[src/hdl/aicp_pkg.sv]
package aicp_pkg;

  localparam int ReqW = 3;
  localparam int ErrW = 3;
  localparam int EvkW = 3;
  localparam int NkW  = 2;

  localparam logic [ReqW-1:0] REQ_CTRL_WRITE  = 3'd0;
  localparam logic [ReqW-1:0] REQ_REMOTE_DESC = 3'd1;
  localparam logic [ReqW-1:0] REQ_SET_STATE   = 3'd2;
  localparam logic [ReqW-1:0] REQ_SET_STATUS  = 3'd3;
  localparam logic [ReqW-1:0] REQ_LOCAL_DESC  = 3'd4;
  localparam logic [ReqW-1:0] REQ_SEND_SLOT   = 3'd5;

  localparam logic [1:0] LEN_NONE    = 2'd0;
  localparam logic [1:0] LEN_OPCODE  = 2'd1;
  localparam logic [1:0] LEN_OPERAND = 2'd3;

  localparam logic [7:0] OP_SET_GAIN = 8'd1;
  localparam logic [7:0] OP_UNMUTE   = 8'd2;
  localparam logic [7:0] OP_MUTE     = 8'd3;
  localparam logic [7:0] OP_MANUAL   = 8'd4;
  localparam logic [7:0] OP_AUTO     = 8'd5;

  localparam logic [ErrW-1:0] ERR_OK         = 3'd0;
  localparam logic [ErrW-1:0] ERR_BAD_CNT    = 3'd1;
  localparam logic [ErrW-1:0] ERR_OPCODE     = 3'd2;
  localparam logic [ErrW-1:0] ERR_MUTE_DIS   = 3'd3;
  localparam logic [ErrW-1:0] ERR_RANGE      = 3'd4;
  localparam logic [ErrW-1:0] ERR_MODE       = 3'd5;
  localparam logic [ErrW-1:0] ERR_LOCAL_GAIN = 3'd6;

  localparam logic [EvkW-1:0] EV_NONE      = 3'd0;
  localparam logic [EvkW-1:0] EV_MUTE      = 3'd1;
  localparam logic [EvkW-1:0] EV_GAIN_MODE = 3'd2;
  localparam logic [EvkW-1:0] EV_GAIN      = 3'd3;
  localparam logic [EvkW-1:0] EV_DESC      = 3'd4;

  localparam logic [NkW-1:0] NK_NONE   = 2'd0;
  localparam logic [NkW-1:0] NK_STATE  = 2'd1;
  localparam logic [NkW-1:0] NK_STATUS = 2'd2;
  localparam logic [NkW-1:0] NK_DESC   = 2'd3;

  localparam logic [1:0] MUTE_OFF      = 2'd0;
  localparam logic [1:0] MUTE_ON       = 2'd1;
  localparam logic [1:0] MUTE_DISABLED = 2'd2;

  localparam logic [1:0] GM_MANUAL_ONLY = 2'd0;
  localparam logic [1:0] GM_MANUAL      = 2'd2;
  localparam logic [1:0] GM_AUTO        = 2'd3;

  localparam logic [2:0] MARK_STATE  = 3'h1;
  localparam logic [2:0] MARK_STATUS = 3'h2;
  localparam logic [2:0] MARK_DESC   = 3'h4;

  localparam logic [1:0] CFG_GAIN_MIN  = 2'd0;
  localparam logic [1:0] CFG_GAIN_MAX  = 2'd1;
  localparam logic [1:0] CFG_NOTIFY_EN = 2'd2;

  typedef struct packed {
    logic [ReqW-1:0]   req_type;
    logic [1:0]        write_len;
    logic [7:0]        opcode;
    logic [7:0]        counter_in;
    logic signed [7:0] gain_value;
    logic [1:0]        mute_in;
    logic [1:0]        gain_mode_in;
    logic              status_in;
  } item_t;

  typedef struct packed {
    logic signed [7:0] gain_min;
    logic signed [7:0] gain_max;
    logic              notify_enabled;
  } cfg_t;

  typedef struct packed {
    logic [ErrW-1:0]   error_code;
    logic [EvkW-1:0]   event_kind;
    logic [7:0]        event_value;
    logic [NkW-1:0]    notify_kind;
    logic signed [7:0] notify_gain;
    logic [1:0]        notify_mute;
    logic [1:0]        notify_gain_mode;
    logic [7:0]        notify_counter;
    logic              notify_status;
  } res_t;

endpackage

[src/hdl/aicp_exec.sv]
module aicp_exec import aicp_pkg::*; (
  input  logic  clk,
  input  logic  rst_n,
  input  logic  fire,
  input  item_t item,
  input  cfg_t  cfg,
  output res_t  res
);

  logic signed [7:0] gain_r, gain_nxt;
  logic [1:0]        mute_r, mute_nxt;
  logic [1:0]        gmode_r, gmode_nxt;
  logic [7:0]        cnt_r, cnt_nxt;
  logic              status_r, status_nxt;
  logic [2:0]        marks_r, marks_nxt;

  logic       gain_ok;
  logic [2:0] mark_set;
  logic       ctrl_ok;

  assign gain_ok = (item.gain_value >= cfg.gain_min) && (item.gain_value <= cfg.gain_max);

  always_comb begin
    gain_nxt   = gain_r;
    mute_nxt   = mute_r;
    gmode_nxt  = gmode_r;
    cnt_nxt    = cnt_r;
    status_nxt = status_r;
    marks_nxt  = marks_r;
    mark_set   = 3'b000;
    ctrl_ok    = 1'b0;
    res        = '0;

    unique case (item.req_type)
      REQ_CTRL_WRITE: begin
        if (item.write_len == LEN_NONE) begin
          res.error_code = ERR_OPCODE;
        end else if (item.write_len == LEN_OPCODE || item.counter_in != cnt_r) begin
          res.error_code = ERR_BAD_CNT;
        end else begin
          unique case (item.opcode) inside
            OP_SET_GAIN: begin
              if (item.write_len != LEN_OPERAND || !gain_ok) begin
                res.error_code = ERR_RANGE;
              end else begin
                gain_nxt = item.gain_value;
                ctrl_ok  = 1'b1;
                if (gmode_r == GM_MANUAL_ONLY || gmode_r == GM_MANUAL) begin
                  res.event_kind  = EV_GAIN;
                  res.event_value = item.gain_value;
                end
              end
            end
            OP_UNMUTE, OP_MUTE: begin
              if (mute_r == MUTE_DISABLED) begin
                res.error_code  = ERR_MUTE_DIS;
                res.event_kind  = EV_MUTE;
                res.event_value = {6'd0, MUTE_DISABLED};
              end else begin
                ctrl_ok = 1'b1;
                if (item.opcode == OP_UNMUTE && mute_r == MUTE_ON) begin
                  mute_nxt        = MUTE_OFF;
                  res.event_kind  = EV_MUTE;
                  res.event_value = {6'd0, MUTE_OFF};
                end else if (item.opcode == OP_MUTE && mute_r == MUTE_OFF) begin
                  mute_nxt        = MUTE_ON;
                  res.event_kind  = EV_MUTE;
                  res.event_value = {6'd0, MUTE_ON};
                end
              end
            end
            OP_MANUAL: begin
              if (gmode_r != GM_AUTO) begin
                res.error_code = ERR_MODE;
              end else begin
                gmode_nxt       = GM_MANUAL;
                ctrl_ok         = 1'b1;
                res.event_kind  = EV_GAIN_MODE;
                res.event_value = {6'd0, GM_MANUAL};
              end
            end
            OP_AUTO: begin
              if (gmode_r != GM_MANUAL) begin
                res.error_code = ERR_MODE;
              end else begin
                gmode_nxt       = GM_AUTO;
                ctrl_ok         = 1'b1;
                res.event_kind  = EV_GAIN_MODE;
                res.event_value = {6'd0, GM_AUTO};
              end
            end
            default: res.error_code = ERR_OPCODE;
          endcase
          if (ctrl_ok) begin
            cnt_nxt  = cnt_r + 8'd1;
            mark_set = MARK_STATE;
          end
        end
      end
      REQ_REMOTE_DESC: begin
        res.event_kind = EV_DESC;
        mark_set       = MARK_DESC;
      end
      REQ_SET_STATE: begin
        if (!gain_ok) begin
          res.error_code = ERR_LOCAL_GAIN;
        end else begin
          gain_nxt  = item.gain_value;
          mute_nxt  = item.mute_in;
          gmode_nxt = item.gain_mode_in;
          cnt_nxt   = cnt_r + 8'd1;
          mark_set  = MARK_STATE;
        end
      end
      REQ_SET_STATUS: begin
        status_nxt = item.status_in;
        mark_set   = MARK_STATUS;
      end
      REQ_LOCAL_DESC: mark_set = MARK_DESC;
      REQ_SEND_SLOT: begin
        // hand out the highest-priority mark and drop it
        if ((marks_r & MARK_STATE) != 3'b000) begin
          marks_nxt            = marks_r & ~MARK_STATE;
          res.notify_kind      = NK_STATE;
          res.notify_gain      = gain_r;
          res.notify_mute      = mute_r;
          res.notify_gain_mode = gmode_r;
          res.notify_counter   = cnt_r;
        end else if ((marks_r & MARK_STATUS) != 3'b000) begin
          marks_nxt         = marks_r & ~MARK_STATUS;
          res.notify_kind   = NK_STATUS;
          res.notify_status = status_r;
        end else if ((marks_r & MARK_DESC) != 3'b000) begin
          marks_nxt       = marks_r & ~MARK_DESC;
          res.notify_kind = NK_DESC;
        end
      end
      default: ;
    endcase

    // with no subscriber a new mark clears instead of setting
    if (mark_set != 3'b000) begin
      marks_nxt = cfg.notify_enabled ? (marks_r | mark_set) : (marks_r & ~mark_set);
    end
  end

  always_ff @(posedge clk) begin
    if (!rst_n) begin
      gain_r   <= '0;
      mute_r   <= MUTE_OFF;
      gmode_r  <= GM_MANUAL_ONLY;
      cnt_r    <= '0;
      status_r <= 1'b0;
      marks_r  <= '0;
    end else if (fire) begin
      gain_r   <= gain_nxt;
      mute_r   <= mute_nxt;
      gmode_r  <= gmode_nxt;
      cnt_r    <= cnt_nxt;
      status_r <= status_nxt;
      marks_r  <= marks_nxt;
    end
  end

endmodule

[src/hdl/audio_input_control_point_unit.sv]
// Audio input control point, one instance.
// Path: a beat accepted into the input register goes through the update logic
// into the result register, where its result can be taken.
// Throughput: one beat per cycle while the result side is not stalled; the
// result register frees the input side.
// Reset (rst_n low, synchronous): state, marks and valids clear, limits
// return to -128..127 and notifications are off.
module audio_input_control_point_unit import aicp_pkg::*; (
  input  logic              clk,
  input  logic              rst_n,

  input  logic              in_valid,
  output logic              in_stall,
  input  logic [2:0]        in_req_type,
  input  logic [1:0]        in_write_len,
  input  logic [7:0]        in_opcode,
  input  logic [7:0]        in_counter_in,
  input  logic signed [7:0] in_gain_value,
  input  logic [1:0]        in_mute_in,
  input  logic [1:0]        in_gain_mode_in,
  input  logic              in_status_in,

  output logic              out_valid,
  input  logic              out_stall,
  output logic [2:0]        out_error_code,
  output logic [2:0]        out_event_kind,
  output logic [7:0]        out_event_value,
  output logic [1:0]        out_notify_kind,
  output logic signed [7:0] out_notify_gain,
  output logic [1:0]        out_notify_mute,
  output logic [1:0]        out_notify_gain_mode,
  output logic [7:0]        out_notify_counter,
  output logic              out_notify_status,

  input  logic              cfg_valid,
  output logic              cfg_ready,
  input  logic [1:0]        cfg_index,
  input  logic [7:0]        cfg_data
);

  item_t item_r;
  logic  item_valid_r;
  res_t  res_r, res_nxt;
  logic  out_valid_r;
  cfg_t  cfg_r;

  logic out_free;
  logic fire;
  logic in_take;

  assign out_free = !out_valid_r || !out_stall;
  assign fire     = item_valid_r && out_free;
  assign in_stall = item_valid_r && !out_free;
  assign in_take  = in_valid && !in_stall;
  assign cfg_ready = 1'b1;

  always_ff @(posedge clk) begin
    if (!rst_n) begin
      cfg_r.gain_min       <= -8'sd128;
      cfg_r.gain_max       <= 8'sd127;
      cfg_r.notify_enabled <= 1'b0;
    end else if (cfg_valid) begin
      unique case (cfg_index)
        CFG_GAIN_MIN:  cfg_r.gain_min       <= cfg_data;
        CFG_GAIN_MAX:  cfg_r.gain_max       <= cfg_data;
        CFG_NOTIFY_EN: cfg_r.notify_enabled <= cfg_data[0];
        default: ;
      endcase
    end
  end

  // input register: hold while the result side is stalled
  always_ff @(posedge clk) begin
    if (!rst_n) begin
      item_valid_r <= 1'b0;
    end else if (!in_stall) begin
      item_valid_r <= in_valid;
    end
  end

  always_ff @(posedge clk) begin
    if (in_take) begin
      item_r.req_type     <= in_req_type;
      item_r.write_len    <= in_write_len;
      item_r.opcode       <= in_opcode;
      item_r.counter_in   <= in_counter_in;
      item_r.gain_value   <= in_gain_value;
      item_r.mute_in      <= in_mute_in;
      item_r.gain_mode_in <= in_gain_mode_in;
      item_r.status_in    <= in_status_in;
    end
  end

  aicp_exec u_exec (
    .clk   (clk),
    .rst_n (rst_n),
    .fire  (fire),
    .item  (item_r),
    .cfg   (cfg_r),
    .res   (res_nxt)
  );

  always_ff @(posedge clk) begin
    if (!rst_n) begin
      out_valid_r <= 1'b0;
    end else if (out_free) begin
      out_valid_r <= item_valid_r;
    end
  end

  always_ff @(posedge clk) begin
    if (fire) begin
      res_r <= res_nxt;
    end
  end

  assign out_valid            = out_valid_r;
  assign out_error_code       = res_r.error_code;
  assign out_event_kind       = res_r.event_kind;
  assign out_event_value      = res_r.event_value;
  assign out_notify_kind      = res_r.notify_kind;
  assign out_notify_gain      = res_r.notify_gain;
  assign out_notify_mute      = res_r.notify_mute;
  assign out_notify_gain_mode = res_r.notify_gain_mode;
  assign out_notify_counter   = res_r.notify_counter;
  assign out_notify_status    = res_r.notify_status;

endmodule
[config.mk]
export PLATFORM = sky130hd
export DESIGN_NAME = audio_input_control_point_unit
export DESIGN_NICKNAME = d
export VERILOG_FILES = /design/src/hdl/aicp_pkg.sv /design/src/hdl/aicp_exec.sv /design/src/hdl/audio_input_control_point_unit.sv
export SDC_FILE = /design/constraint.sdc
export NUM_CORES = 1
export LEC_CHECK = 0
export ABC_AREA = 1
export BUFFER_PORTS_ARGS = -buffer_cell sky130_fd_sc_hd__buf_2
export CORE_MARGIN = 2
export CORE_UTILIZATION = 56
export CTS_BUF_LIST = sky130_fd_sc_hd__clkbuf_8 sky130_fd_sc_hd__clkbuf_16
export CTS_CLUSTER_SIZE = 12
export DETAILED_ROUTE_END_ITERATION = 8
export GPL_TIMING_DRIVEN = 0
export PLACE_DENSITY = 0.88
export SLEW_MARGIN = 10
export SYNTH_ARGS = -nofsm -noshare
export SYNTH_HDL_FRONTEND = slang
export SYNTH_HIERARCHICAL = 1
export SYNTH_SLANG_ARGS = --single-unit
export TNS_END_PERCENT = 100
[constraint.sdc]
create_clock -name clk -period 4.7 [get_ports clk]
set_clock_uncertainty 0.15 [all_clocks]
set_input_delay 0.94 -clock clk [delete_from_list [all_inputs] [get_ports clk]]
set_output_delay 0.94 -clock clk [all_outputs]
set_load 0.02 [all_outputs]
==> metrics.cfg, run 1 <==
[status]
status=finished clean

[timing]
rsz0062_at_grt=false
fin_crit_ns=2.803
slew_violations=0
hold_viol_final=0
fin_setup_tns_ns=0
relSlewSlack=0.4857
setup_viol=0
clock.fmax_mhz=356.8
worst_slew_pin_slew_ns=0.7704
period_share=0.5964

[final_layout]
area_delta_synth_final_pct=23.64
ff_latch_area_sq_mm=0.002993
drive_gt1_frac=0.2214
final_core_util=0.7131
multi_input_area_sq_mm=0.001871
fill_cells=664
nNetsFinal=735
fin_area_sq_mm=0.006558
diodes=0

[setup_path]
worstPathArrival_ns=3.05
path_class=reg2reg
reg2reg_slack_ns=1.90
critPathCaptureType=register
required_ns=4.95
r2r_start=item_r[8]$_DFFE_PP_
r2r_end=u_exec/cnt_r[0]$_SDFFE_PN0P_
rr_worst_depth=19
crit_fanout=10
startpoint=item_r[8]$_DFFE_PP_
critPathLaunchType=register

[synth]
synth_warnings=6
synth-seq-cells=114
synth_mux_area_frac=0.001887
synth_top_flop_cell=edfxtp_1
synth-edff-count=71
synth_xor_area_frac=0.01486
synth_top_area_share=0.4020
synth_top_family_by_area=simple AND/OR/NAND/NOR gates
synthTopCellsByCount=nand2_1 (102), inv_1 (83), edfxtp_1 (71), nor2_1 (71), dfxtp_1 (43)
synthArstFlopShare=0
synth_nets=630
yosysTopAreaCell=edfxtp_1
syn_area_sq_mm=0.005304
yosys.area_share.adder=0.04010
ys_types=46
synth_most_common_cell=nand2_1
yosys.area_share.simple=0.2255
syn_avg_cell_area_sq_um=9.404
synthCells=564
yosysSeqAreaShare=0.5643
synth_compound_gate_area_share=0.06818
synth.area.top_cells=edfxtp_1 (40%), dfxtp_1 (16%), nand2_1 (7.2%)

[clock_tree]
cts-resized-gates=0
clock_sinks=114
h-tree-depth=4
clock_path_buffers=2
cts_tree=done
postCtsSetupRepairBufs=0
hold_buffers=0
root_buffer=clkbuf_8
clkSlewWorstSetupHoldPaths_ns=0.06
clkLatencyLatePin_ns=0.52
cts-buffers-inserted=17

[grt]
grt_pass1_vias=4173
grt_overflow=0
grt_first_pass_wirelength_mm=19.03
grt.total_usage=0.2459
grt_antenna_before_repair=0
grt_max_degree=37

[power]
power_density_mw_per_mm2=408.2
swShare=0.2234
clockPowerShare=0.502
leakage_nw=2.895
internal_power_mw=2.079
pwr-share-seq=0.423
power_frac_comb=0.075
ir_worst_vdd_uv=309.6
p_switching_mw=0.5981

[placement]
finalWeightedCongestion=0.8947
placed_area_sq_mm=0.005896
port_buffers=85
dp_hpwl_mm=8.188

[min_path]
hold_end=cfg_r[6]$_SDFFE_PN1P_
hold_start=cfg_r[6]$_SDFFE_PN1P_
hold_depth=2
hold_path_class=reg2reg

[die]
die_y_microns=101.3
die_w_microns=101.3
start_util=0.5767
ioPinCount=89
core-area_sq_mm=0.009196
rows=35
die_area_sq_mm=0.01027

[detailed_routing]
viasPerCell=5.404
first_pass_iters=5
wl_per_cell_microns=14.82
drc_errors=0
vias=4285
wl_mm=11.75
drtIter0Drc=343
ant_nets=0

[run]
drv_cap=0

-- worst max path at each step --
stage,end,slack [ns],cells after the start
after floorplan,u_exec/gain_r[1]$_SDFFE_PN0P_,0.51,10
after global placement,u_exec/cnt_r[5]$_SDFFE_PN0P_,-0.33,12
after detailed placement,item_r[20]$_DFFE_PP_,1.71,6
after CTS,u_exec/cnt_r[1]$_SDFFE_PN0P_,1.99,19
after global routing,u_exec/cnt_r[1]$_SDFFE_PN0P_,1.79,19
final,u_exec/cnt_r[0]$_SDFFE_PN0P_,1.90,19
-- flip-flops by register name (all words and copies together), names as in the netlist, 2 cells and up --
name                  count
item_r                   34
u_exec/mute_r             2
out_notify_counter        8
u_exec/cnt_r              8
out_notify_kind           2
cfg_r                    17
out_notify_gain           8
out_event_kind            3
out_event_value           8
u_exec/gain_r             8
u_exec/marks_r            3
out_notify_gain_mode      2
u_exec/gmode_r            2
out_notify_mute           2
out_error_code            3
-- metrics by stage --
stage	instances	power, mW	setup slack (ns)	hold slack (ns)
2_1_floorplan	564	1.276	0.5134	0.2784
3_3_place_gp	760	1.334	-0.3254	0.2945
3_5_place_dp	761	1.348	1.714	0.2994
4_1_cts	793	2.692	1.990	0.3159
5_1_grt	793	2.769	1.787	0.3297
6_report	793	2.677	1.897	0.3190
-- layout make-up --
| class | count | share of cell area |
|---|---|---|
| Sequential cell | 114 | 0.4564 |
| Multi-Input combinational cell | 348 | 0.2853 |
| Clock buffer | 26 | 0.09407 |
| Timing Repair Buffer | 86 | 0.06793 |
| Inverter | 87 | 0.05171 |
| Tap cell | 111 | 0.02118 |
| Buffer | 15 | 0.01660 |
| Clock inverter | 6 | 0.006869 |
-- routing by layer --
layer,GRT usage,share of wire,up-vias
met5,0,0,-
met4,0.09356,0.022,0
met3,0.09386,0.077,39
met2,0.4162,0.50,211
met1,0.2838,0.40,1948
li1,-,-,2087
-- power groups by stage --
stage / Combinational, mW / Clock [mW] / Sequential (mW)
after floorplan: 0.116 / 0 / 1.16
after global placement: 0.183 / 0 / 1.15
after detailed placement: 0.197 / 0 / 1.15
after CTS: 0.199 / 1.36 / 1.13
after global routing: 0.223 / 1.41 / 1.14
final: 0.201 / 1.34 / 1.13
-- placed cells by master (no fill, tap or decap), types with 2 or more instances in the layout --
master     instances
a21oi_1           30
a31oi_1            4
buf_2             88
buf_4              4
buf_6              3
clkbuf_1           3
clkbuf_16         23
clkbuf_8           3
clkinv_2           2
clkinv_4           4
dfxtp_1           43
edfxtp_1          71
ha_1              17
inv_1             82
inv_2              3
nand2_1          102
nand2_4            2
nand3_1           30
nand3_2            3
nand4_1           15
nor2_1            70
nor2_2             2
nor2_4             3
nor3_1             5
nor3b_1            7
nor4_1             3
nor4_2             2
o211ai_1           2
o21a_1             2
o21ai_0           16
o21ai_1            9
o21bai_1           2
or2_1              2
xor2_1             8
-- logic make-up (layout without fill, tap and decap cells) --
| group | count (synthesis) | count (layout) |
|---|---|---|
| other | 1 | 1 |
| adders and majority gates | 17 | 17 |
| muxes | 1 | 1 |
| AOI/OAI and AO/OA | 67 | 67 |
| and+or+nand+nor | 253 | 253 |
| DFF | 114 | 114 |
| xor gates and xnor gates | 9 | 9 |
| buffers and inverters | 102 | 220 |
-- worst max-delay path, cell delays in order (launching register included) --
cell	delay, ns
edfxtp_1	0.51
ha_1	0.36
nand2_1	0.05
inv_1	0.06
nand2_1	0.05
nand2_1	0.05
nand2_1	0.07
nand2_1	0.09
nand2_1	0.09
nand3_2	0.11
nand2_4	0.07
nand2_4	0.07
o21ai_2	0.07
nor2_4	0.12
nand2_2	0.10
inv_1	0.07
nand2_1	0.10
buf_4	0.19
o21ai_0	0.23
a21oi_1	0.07
No activity file was read; power rests on OpenSTA's default activity.
==> inputs of run 2 (changes only) <==
==> constraint.sdc (replaced) <==
create_clock -name clk -period 2.7 [get_ports clk]
set_clock_uncertainty 0.15 [all_clocks]
set_input_delay 0.54 -clock clk [delete_from_list [all_inputs] [get_ports clk]]
set_output_delay 0.54 -clock clk [all_outputs]
set_load 0.02 [all_outputs]
==> metrics.cfg, run 2 (synthesized netlist as in run 1, its figures left out) <==
[clock_tree]
h-tree-depth=4
clock_path_buffers=2
clock_sinks=114
root_buffer=clkbuf_8
cts_tree=done
clkLatencyLatePin_ns=0.52
cts-buffers-inserted=17
clkSlewWorstSetupHoldPaths_ns=0.06

[setup_path]
r2r_end=u_exec/gain_r[2]$_SDFFE_PN0P_
cp_slowest_cell=edfxtp_1
path_cells=ha_4, inv_1, o21bai_1, nand2_1, nand2_1, nand2_1, nand2_1, nand2_1, nand3_2, nand2_4, inv_1, nand2_1, nand2_1, o21ai_0, or2_4, buf_8, clkinv_8, nor2_1, nor2_1
critPathCaptureType=register
rr_worst_depth=19
crit_top_cell=nand2_1
crit_fanout=8
cpPeakStageDelay_ns=0.50
reg2reg_slack_ns=-0.09
worstPathArrival_ns=3.07
critPathLaunchType=register
r2r_start=item_r[6]$_DFFE_PP_
required_ns=2.98
path_class=reg2reg

[final_layout]
drive_gt1_frac=0.2763
reg_top3=item_r (34), cfg_r (17)
diodes=0
final_common_cell=nand2_1
fin_area_sq_mm=0.006778
nNetsFinal=748
area_delta_synth_final_pct=27.79
layout_common_cells=nand2_1 (98), buf_2 (89), inv_1 (79)
largest_reg_flops=34
fin_cells=806
top_register=item_r

[placement]
dp_cells=760
port_buffers=85
finalWeightedCongestion=0.8953
placed_area_sq_mm=0.005876
dp_hpwl_mm=7.901

[power]
leakage_nw=2.970
ir_worst_vdd_uv=412.4
total_power_mw=4.606
power_density_mw_per_mm2=679.6

[grt]
grt_max_degree=35
grt_antenna_before_repair=0
grt_pass1_vias=3984
grt_overflow=0
grt.total_usage=0.2377
grt_first_pass_wirelength_mm=18.52

[die]
start_util=0.5767
rows=35
ioPinCount=89
die_w_microns=101.3
core-area_sq_mm=0.009196
die_y_microns=101.3
die_area_sq_mm=0.01027

[detailed_routing]
drtIter0Drc=538
ant_nets=0
first_pass_iters=9
wl_mm=12.37
drc_errors=0
viasPerCell=5.481
wl_per_cell_microns=15.34
vias=4418

[timing]
hold_viol_final=0
hold_slack_ns=0.04429
fin_setup_tns_ns=-0.3810
worst_slew_pin_slew_ns=0.7553
clock.fmax_mhz=358.8
slew_violations=0
relSlewSlack=0.4958
fin_crit_ns=2.787
setup_viol=8
period_share=1.032
setup_ws_ns=-0.08672
rsz0062_at_grt=true

[min_path]
hold_path_class=in2reg
hold_depth=1
hold_end=item_r[20]$_DFFE_PP_
hold_start=in_counter_in[7]

[run]
drv_cap=0

[status]
status=finished, violations left
failed_checks=negative setup slack

-- run 2: how the worst max path moves through the flow --
stage / slack, ns / cells after the start / start / end
final: -0.09 / 19 / item_r[6]$_DFFE_PP_ / u_exec/gain_r[2]$_SDFFE_PN0P_
after global routing: -0.16 / 18 / item_r[6]$_DFFE_PP_ / u_exec/gain_r[2]$_SDFFE_PN0P_
after CTS: 0.02 / 19 / item_r[6]$_DFFE_PP_ / u_exec/cnt_r[5]$_SDFFE_PN0P_
after detailed placement: -0.37 / 12 / out_stall / u_exec/cnt_r[5]$_SDFFE_PN0P_
after global placement: -0.24 / 12 / out_stall / u_exec/cnt_r[5]$_SDFFE_PN0P_
after floorplan: 0.19 / 10 / out_stall / u_exec/gain_r[1]$_SDFFE_PN0P_
-- run 2: critical path, delay by kind of cell (launching register included) --
family / cells / cell delay, ns
and+or+nand+nor: 12 / 1.21
DFF: 1 / 0.50
adders and majority gates: 1 / 0.32
buffers and inverters: 4 / 0.31
AOI/OAI and AO/OA: 2 / 0.22
-- run 2: area by class of cell --
type / instances / area (sq um)
Inverter: 87 / 339.1
Sequential cell: 114 / 2993
Clock inverter: 8 / 52.55
Buffer: 15 / 116.4
Timing Repair Buffer: 98 / 520.5
Clock buffer: 24 / 566.8
Fill cell: 591 / 2419
Multi-Input combinational cell: 349 / 2051
Tap cell: 111 / 138.9
-- run 2: metal layers --
metal / track usage / share of wire / vias up
met5: 0 / 0 / -
met4: 0.09356 / 0.022 / 0
met3: 0.06142 / 0.088 / 33
met2: 0.3999 / 0.49 / 254
met1: 0.2944 / 0.40 / 2024
li1: - / - / 2107
-- run 2: metrics by stage --
step	setup slack, ns	utilization
after floorplan	0.1864	-
after global placement	-0.2429	0.6389
after detailed placement	-0.3694	0.6389
after CTS	0.02247	0.7069
after global routing	-0.1551	0.7370
final	-0.08672	0.7370
-- run 2: timing repair --
item	in CTS	in global routing
gates resized for setup	0	35
hold buffers	0	0
pin swaps	1	11
cloned	1	1
setup endpoints to repair	8	24
buffers inserted	0	12
-- run 2: power breakdown --
part | switching [mW] | leakage, nW | internal [mW]
Clock | 0.786 | 0.314 | 1.45
Combinational | 0.245 | 1.62 | 0.150
Sequential | 0.0454 | 1.04 | 1.93
